`src/design/mted_pkg.sv`:
```
// Shared types and constants for the Manchester edge timing decoder.
`timescale 1ns / 1ps
`default_nettype none

package mted_pkg;

    localparam int STAMP_W     = 32;
    localparam int IDX_W       = 10;
    localparam int HEADER_BITS = 2;

    typedef enum logic [1:0] {
        KIND_DATA = 2'd0,
        KIND_END  = 2'd1,
        KIND_LOST = 2'd2
    } result_kind_t;

    typedef struct packed {
        logic               level;
        logic [STAMP_W-1:0] stamp;
    } edge_item_t;

    typedef struct packed {
        result_kind_t     kind;
        logic             bit_value;
        logic [IDX_W-1:0] bit_index;
    } result_t;

endpackage

`default_nettype wire

```
`src/design/mted_in_reg.sv`:
```
// Input register that holds one edge transaction for the timing judge.
`timescale 1ns / 1ps
`default_nettype none

module mted_in_reg
    import mted_pkg::*;
(
    input  wire logic       clk,
    input  wire logic       rst_n,
    input  wire logic       in_valid,
    output logic            in_stall,
    input  wire edge_item_t in_item,
    input  wire logic       fire,
    output logic            item_valid,
    output edge_item_t      item
);

    logic       valid_reg;
    logic       valid_next;
    edge_item_t item_reg;
    logic       take;

    // Stall only while a held transaction cannot move on this cycle
    assign in_stall = valid_reg && !fire;
    assign take     = in_valid && !in_stall;

    always_comb
    begin
        valid_next = valid_reg;
        if (take)
        begin
            valid_next = 1'b1;
        end
        else if (fire)
        begin
            valid_next = 1'b0;
        end
    end

    // Hold control state
    always_ff @(posedge clk or negedge rst_n)
    begin
        if (!rst_n)
        begin
            valid_reg <= 1'b0;
        end
        else
        begin
            valid_reg <= valid_next;
        end
    end

    // Capture payload on accept
    always_ff @(posedge clk)
    begin
        if (take)
        begin
            item_reg <= in_item;
        end
    end

    assign item_valid = valid_reg;
    assign item       = item_reg;

endmodule

`default_nettype wire

```
`src/design/mted_judge.sv`:
```
// Timing judge: learns header periods, classifies each edge, updates decoder state.
`timescale 1ns / 1ps
`default_nettype none

module mted_judge
    import mted_pkg::*;
#(
    parameter int MAX_BITS = 1024
)
(
    input  wire logic       clk,
    input  wire logic       rst_n,
    input  wire logic       fire,
    input  wire edge_item_t item,
    output logic            res_valid,
    output result_t         res
);

    localparam int CNT_W = $clog2(MAX_BITS + 1);
    localparam logic [CNT_W-1:0] MAX_CNT = CNT_W'(MAX_BITS);
    localparam logic [CNT_W-1:0] HDR_CNT = CNT_W'(HEADER_BITS);

    logic [STAMP_W-1:0] last_reg, last_next;
    logic [STAMP_W-1:0] low_reg, low_next;
    logic [STAMP_W-1:0] high_reg, high_next;
    logic               started_reg, started_next;
    logic               await_high_reg, await_high_next;
    logic               learned_reg, learned_next;
    logic [CNT_W-1:0]   count_reg, count_next;

    logic               learn_low;
    logic               learn_high;
    logic               start;
    logic [STAMP_W-1:0] gap_raw;
    logic [STAMP_W-1:0] last_eff;
    logic [STAMP_W-1:0] low_eff;
    logic [STAMP_W-1:0] high_eff;
    logic               learned_eff;
    logic               started_eff;
    logic [STAMP_W-1:0] period;
    logic [STAMP_W-1:0] gap;
    logic [STAMP_W-1:0] err;
    logic [STAMP_W+1:0] period_x3;
    logic               is_end;
    logic               is_far;
    logic               judged;
    logic               accept;
    logic               room;
    logic [CNT_W-1:0]   pos_hdr;
    logic [CNT_W+IDX_W-1:0] idx_wide;

    // Header learning and timing start
    assign learn_low  = (low_reg == '0) && started_reg && !item.level;
    assign learn_high = await_high_reg && item.level && started_reg;
    assign start      = !started_reg && !item.level;
    assign gap_raw    = item.stamp - last_reg;

    assign last_eff    = start ? item.stamp : last_reg;
    assign low_eff     = learn_low ? gap_raw : low_reg;
    assign high_eff    = learn_high ? gap_raw : high_reg;
    assign learned_eff = learned_reg || learn_low || learn_high;
    assign started_eff = started_reg || start;

    // Measure the edge against the period for its direction
    assign period    = item.level ? high_eff : low_eff;
    assign gap       = item.stamp - last_eff;
    assign err       = (period >= gap) ? (period - gap) : (gap - period);
    assign period_x3 = {1'b0, period, 1'b0} + {2'b00, period};
    assign is_end    = {2'b00, err} > period_x3;
    assign is_far    = {err, 2'b00} > {2'b00, period};

    assign judged = started_eff && (period != '0) && learned_eff;
    assign accept = judged && !is_end && !is_far;
    assign room   = count_reg < MAX_CNT;

    // Data bit position, header excluded, wrapped to the index width
    assign pos_hdr  = count_reg - HDR_CNT;
    assign idx_wide = {{IDX_W{1'b0}}, pos_hdr};

    always_comb
    begin
        res_valid     = 1'b0;
        res.kind      = KIND_DATA;
        res.bit_value = 1'b0;
        res.bit_index = '0;
        if (judged && is_end)
        begin
            res_valid = 1'b1;
            res.kind  = KIND_END;
        end
        else if (accept)
        begin
            if (!room)
            begin
                res_valid = 1'b1;
                res.kind  = KIND_LOST;
            end
            else if (count_reg >= HDR_CNT)
            begin
                res_valid     = 1'b1;
                res.kind      = KIND_DATA;
                res.bit_value = !item.level;
                res.bit_index = idx_wide[IDX_W-1:0];
            end
        end
    end

    // Next state
    always_comb
    begin
        last_next       = last_reg;
        low_next        = low_reg;
        high_next       = high_reg;
        started_next    = started_reg;
        await_high_next = await_high_reg;
        learned_next    = learned_reg;
        count_next      = count_reg;
        if (fire)
        begin
            last_next    = accept ? item.stamp : last_eff;
            low_next     = low_eff;
            high_next    = high_eff;
            started_next = started_eff;
            learned_next = learned_eff;
            if (learn_high)
            begin
                await_high_next = 1'b0;
            end
            if (accept && room)
            begin
                count_next = count_reg + 1'b1;
            end
        end
    end

    // Advance state
    always_ff @(posedge clk or negedge rst_n)
    begin
        if (!rst_n)
        begin
            last_reg       <= '0;
            low_reg        <= '0;
            high_reg       <= '0;
            started_reg    <= 1'b0;
            await_high_reg <= 1'b1;
            learned_reg    <= 1'b0;
            count_reg      <= '0;
        end
        else
        begin
            last_reg       <= last_next;
            low_reg        <= low_next;
            high_reg       <= high_next;
            started_reg    <= started_next;
            await_high_reg <= await_high_next;
            learned_reg    <= learned_next;
            count_reg      <= count_next;
        end
    end

    a_count_bound: assert property (@(posedge clk) disable iff (!rst_n)
        count_reg <= MAX_CNT)
        else $error("accepted edge count passed capacity");

    a_started_sticky: assert property (@(posedge clk) disable iff (!rst_n)
        started_reg |=> started_reg)
        else $error("timing start flag dropped");

    a_high_learned: assert property (@(posedge clk) disable iff (!rst_n)
        !await_high_reg |-> (learned_reg && started_reg))
        else $error("high period learned without start");

    a_accept_moves_last: assert property (@(posedge clk) disable iff (!rst_n)
        (fire && accept) |=> (last_reg == $past(item.stamp)))
        else $error("accepted edge did not move reference time");

endmodule

`default_nettype wire

```
`src/design/mted_out_reg.sv`:
```
// Result register that holds one decoded transaction until the sink takes it.
`timescale 1ns / 1ps
`default_nettype none

module mted_out_reg
    import mted_pkg::*;
(
    input  wire logic    clk,
    input  wire logic    rst_n,
    input  wire logic    load,
    input  wire result_t res,
    input  wire logic    out_stall,
    output logic         out_valid,
    output result_t      out_res
);

    logic    valid_reg;
    logic    valid_next;
    result_t res_reg;

    // Load a new result, or drop the held one once taken
    always_comb
    begin
        valid_next = valid_reg;
        if (load)
        begin
            valid_next = 1'b1;
        end
        else if (!out_stall)
        begin
            valid_next = 1'b0;
        end
    end

    always_ff @(posedge clk or negedge rst_n)
    begin
        if (!rst_n)
        begin
            valid_reg <= 1'b0;
        end
        else
        begin
            valid_reg <= valid_next;
        end
    end

    always_ff @(posedge clk)
    begin
        if (load)
        begin
            res_reg <= res;
        end
    end

    assign out_valid = valid_reg;
    assign out_res   = res_reg;

endmodule

`default_nettype wire

```
`src/design/manchester_edge_timing_decoder_top.sv`:
```
// Top level of the Manchester edge timing decoder.
//
//  Channel | Handshake            | Payload
//  --------+----------------------+-----------------------------------------
//  input   | in_valid / in_stall  | edge_level, edge_time
//  output  | out_valid / out_stall| result_kind, bit_value, bit_index
//
// One edge transaction per cycle while the result channel is not stalled; each
// edge passes the input register, then the judge into the result register.
// The state loop through the period compare sets the rate.
// Reset clears all timing state; periods return to unlearned.
// A stalled result holds the pipe after one more transaction is buffered.
`timescale 1ns / 1ps
`default_nettype none

module manchester_edge_timing_decoder_top
    import mted_pkg::*;
#(
    parameter int MAX_BITS = 1024
)
(
    input  wire logic               clk,
    input  wire logic               rst_n,
    input  wire logic               in_valid,
    output logic                    in_stall,
    input  wire logic               edge_level,
    input  wire logic [STAMP_W-1:0] edge_time,
    output logic                    out_valid,
    input  wire logic               out_stall,
    output logic [1:0]              result_kind,
    output logic                    bit_value,
    output logic [IDX_W-1:0]        bit_index
);

    edge_item_t in_item;
    edge_item_t item;
    logic       item_valid;
    logic       fire;
    logic       res_valid;
    result_t    res;
    result_t    out_res;

    assign in_item.level = edge_level;
    assign in_item.stamp = edge_time;

    // Advance the held transaction when the result register can take it
    assign fire = item_valid && (!out_valid || !out_stall);

    mted_in_reg u_in_reg (
        .clk        (clk),
        .rst_n      (rst_n),
        .in_valid   (in_valid),
        .in_stall   (in_stall),
        .in_item    (in_item),
        .fire       (fire),
        .item_valid (item_valid),
        .item       (item)
    );

    mted_judge #(
        .MAX_BITS (MAX_BITS)
    ) u_judge (
        .clk       (clk),
        .rst_n     (rst_n),
        .fire      (fire),
        .item      (item),
        .res_valid (res_valid),
        .res       (res)
    );

    mted_out_reg u_out_reg (
        .clk       (clk),
        .rst_n     (rst_n),
        .load      (fire && res_valid),
        .res       (res),
        .out_stall (out_stall),
        .out_valid (out_valid),
        .out_res   (out_res)
    );

    assign result_kind = out_res.kind;
    assign bit_value   = out_res.bit_value;
    assign bit_index   = out_res.bit_index;

endmodule

`default_nettype wire

```
`config.mk`:
```
export PLATFORM = sky130hd
export DESIGN_NAME = manchester_edge_timing_decoder_top
export DESIGN_NICKNAME = d
export VERILOG_FILES = /design/src/design/mted_pkg.sv /design/src/design/mted_in_reg.sv /design/src/design/mted_judge.sv /design/src/design/mted_out_reg.sv /design/src/design/manchester_edge_timing_decoder_top.sv
export SDC_FILE = /design/constraint.sdc
export NUM_CORES = 1
export LEC_CHECK = 0
export BUFFER_PORTS_ARGS = -buffer_cell sky130_fd_sc_hd__buf_2
export CAP_MARGIN = 30
export CORE_ASPECT_RATIO = 1.1
export CORE_UTILIZATION = 64
export CTS_BUF_LIST = sky130_fd_sc_hd__clkbuf_16
export DETAILED_ROUTE_END_ITERATION = 10
export HOLD_SLACK_MARGIN = 0.02
export PLACE_DENSITY = 0.86
export SLEW_MARGIN = 20
export SYNTH_ARGS = -nofsm -noshare
export SYNTH_HDL_FRONTEND = slang
export SYNTH_SLANG_ARGS = --single-unit
```
`constraint.sdc`:
```
create_clock -name clk -period 14.2 [get_ports clk]
set_input_delay 0.71 -clock clk [delete_from_list [all_inputs] [get_ports clk]]
set_output_delay 0.71 -clock clk [all_outputs]
set_load 0.02 [all_outputs]
```
==> impl_metrics.py <==
metrics = {
    "place": {
        "detailed_place_hpwl_um": 43990,
        "io_buffers": 51,
        "gp_congestion": 1.061,
        "place_area_sq_um": 18560,
    },
    "logic_synthesis": {
        "synth-async-reset-ratio": 0.7089,
        "synth_warnings": 0,
        "netlist_top_cells_area": "ha_1 (16%), dfrtp_1 (15%), edfxtp_1 (7.6%)",
        "synth_edf_count": 46,
        "ys.flop_type": "dfrtp_1",
        "synth.distinct_cells": 81,
        "syn-num-nets": 2538,
        "synth_cells": 2261,
        "syn_area_per_cell_sq_um": 8.024,
        "ys_ff_latch": 158,
        "yosysTopAreaCell": "ha_1",
        "syn_area_sq_um": 18140,
        "yosysSeqAreaShare": 0.2307,
        "synth_top_area_share": 0.1628,
    },
    "finish": {
        "multi_input_area_sq_um": 13000,
        "regArea_sq_um": 4185,
        "final_area_sq_um": 19130,
        "area_growth_pct": 5.441,
        "num-fill-cells": 2258,
        "largest_reg_flops": 33,
        "drive_above_1_share": 0.07289,
        "antennaDiodeCount": 0,
        "nets": 2514,
    },
    "detailed_routing": {
        "post_drt_wl_per_cell_um": 21.37,
        "via_per_inst": 6.755,
        "dr.pass1.iters": 5,
        "ant_nets": 0,
        "wirelength_um": 55830,
        "drtIter0Drc": 1852,
        "vias": 17650,
        "drc_errors": 0,
    },
    "sta": {
        "hold_violations": 0,
        "setup_viol": 0,
        "fin_skew_ps": 11.53,
        "finalCriticalPeriod_ps": 12540,
        "fin_tns_setup_ps": 0,
        "max_freq_ghz": 0.07976,
        "worstMarginPinSlew_ps": 1212,
        "rsz0062_at_grt": "no",
        "fin_crit_sh": 0.8829,
        "slew_violations": 0,
        "max_slew_margin": 0.1922,
    },
    "floorplanning": {
        "die_h_um": 178.6,
        "core_area_sq_um": 27870,
        "start_util": 0.6510,
        "die_width_um": 162.5,
        "dieArea_sq_um": 29030,
        "io_pins": 52,
        "rows": 64,
    },
    "outcome": {
        "outcome": "finished, final reports clean",
    },
    "clock_network": {
        "cts_tree": "done",
        "path_clk_slew_ps": 70,
        "numCtsBuffers": 17,
        "insertion_delay_ps": 440,
        "clock-sinks": 158,
        "htreeDepth": 4,
        "cts-root-buf": "clkbuf_16",
        "clk_path_buf_depth": 2,
        "cts_setup_buffers": 0,
        "cts_resized": 0,
        "hold_buffers": 0,
    },
    "power_and_ir_drop": {
        "ir_worst_vdd_uv": 101.0,
        "switching_share": 0.4220,
        "p_switching_mw": 0.7184,
        "p_clk_frac": 0.266,
        "p_leak_nw": 9.295,
        "p_int_mw": 0.9840,
        "p_per_area_nw_per_um2": 88.99,
        "p_comb_frac": 0.447,
        "p_seq_frac": 0.287,
    },
    "global_route": {
        "antenna_found_initial": 0,
        "grt_usage": 0.3835,
        "overflow": 0,
        "grt_pass1_wl_um": 86310,
        "grt_pass1_vias": 16260,
        "grt_max_degree": 97,
    },
    "job": {
        "drv_cap": 0,
    },
    "setup_path": {
        "path_max_fanout": 62,
        "end_kind": "flop",
        "cp.required_ps": 14340,
        "cp.arrival_ps": 12680,
        "critPathLaunchType": "flop",
        "criticalPathCategory": "reg -> reg",
        "cp_slowest_cell": "nor4_1",
        "max_stage_delay_ps": 830,
        "r2r_cells": 34,
    },
    "min_path": {
        "hold_class": "in -> async",
    },
}
==> cells in the mapped netlist, types with 15 or more instances <==
master,count
ha_1,236
a21oi_1,224
nand2_1,197
nor2_1,153
inv_1,142
o21ai_0,130
a21o_1,112
dfrtp_1,111
clkbuf_1,90
xnor2_1,84
xor2_1,59
o211ai_1,57
a31oi_1,53
edfxtp_1,46
o31ai_1,41
nand4_1,40
nor3_1,39
o21bai_1,39
nand3_1,37
a211oi_1,35
mux2i_1,26
and3_1,24
nor4_1,21
nor2b_1,17
or2_2,17
o21a_1,16
and2_1,15
mux2_2,15
or3_1,15
==> path summary, 6_finish.rpt <==
path                       slack [ps]                        startpoint                                 end
max in group asynchronous       12600                             rst_n      u_judge.low_reg[0]$_DFFE_PN0P_
min                               260                             rst_n    u_judge.count_reg[1]$_DFFE_PN0P_
max                              1660   u_judge.started_reg$_DFFE_PN0P_  u_out_reg.out_res[5]$_SDFFCE_PP0P_
min reg2reg                       480  u_judge.high_reg[14]$_DFFE_PN0P_    u_judge.high_reg[14]$_DFFE_PN0P_
max reg2reg                      1660   u_judge.started_reg$_DFFE_PN0P_  u_out_reg.out_res[5]$_SDFFCE_PP0P_
min in group clk                  440                     edge_time[20]         u_in_reg.item[20]$_DFFE_PP_
==> per-stage QoR <==
stage,cells,setup WS (ps),power [mW],util,hold slack [ps]
CTS,2613,2272,1.683,0.6865,289.6
floorplan,2261,4814,1.035,-,414.4
global route,2613,1325,1.793,0.6865,316.3
global placement,2580,2389,1.220,0.6658,455.5
finish,2613,1663,1.702,0.6865,255.7
detailed placement,2581,2319,1.233,0.6659,462.7
==> layer usage <==
layer  up-vias  routed length, um  GRT usage  part of all wire
li1       8285                  -          -                 -
met3       153               4095    0.03720             0.073
met1      8337              23470     0.5086              0.42
met2       876              25160     0.6145              0.45
met5         -                  0          0                 0
met4         0               3103     0.2122             0.056
==> layout make-up <==
class | count | share of cell area
sequential | 158 | 0.2188
clock buffer | 17 | 0.02224
clock inverter | 15 | 0.007653
inverter | 143 | 0.02806
tap | 363 | 0.02374
multi-input combinational | 1849 | 0.6795
timing repair buffer | 68 | 0.02001
==> power groups by stage <==
stage / Combinational (mW) / Sequential, mW / Clock, mW
2_1_floorplan: 0.541 / 0.494 / 0
3_3_place_gp: 0.723 / 0.497 / 0
3_5_place_dp: 0.735 / 0.498 / 0
4_1_cts: 0.740 / 0.489 / 0.454
5_1_grt: 0.832 / 0.490 / 0.471
6_report: 0.761 / 0.489 / 0.453
==> cell usage in the layout (no fill, tap or decap), types with 20 or more instances in the layout <==
cell / count
xnor2_1: 84
dfrtp_1: 111
xor2_1: 59
o21ai_0: 130
o31ai_1: 41
nor4_1: 20
a21oi_1: 224
nand4_1: 40
buf_2: 51
inv_1: 142
edfxtp_1: 46
and3_1: 24
nand3_1: 37
o21bai_1: 39
nor3_1: 39
a211oi_1: 35
ha_1: 236
nor2_1: 151
mux2i_1: 25
a21o_1: 112
o211ai_1: 57
nand2_1: 197
a31oi_1: 53
==> worst max-delay path: cells and delay by family, from the launching register on <==
| family | cells | cell delay, ps |
|---|---|---|
| adder cells (fa/ha/maj) | 3 | 1120 |
| AND/OR/NAND/NOR | 12 | 4360 |
| multiplexers | 1 | 230 |
| buffers and inverters | 4 | 1700 |
| flip-flops | 1 | 500 |
| AO/OA/AOI/OAI | 12 | 3790 |
| XOR/XNOR | 2 | 470 |
==> logic make-up after synthesis <==
logic type | synth area share
AOI/OAI and AO/OA | 0.2866
xor gates and xnor gates | 0.06903
adders and majority gates | 0.1672
and+or+nand+nor | 0.1681
DFF | 0.2307
buffers and inverters | 0.05476
muxes | 0.02366
No activity file was read; power rests on OpenSTA's default activity.
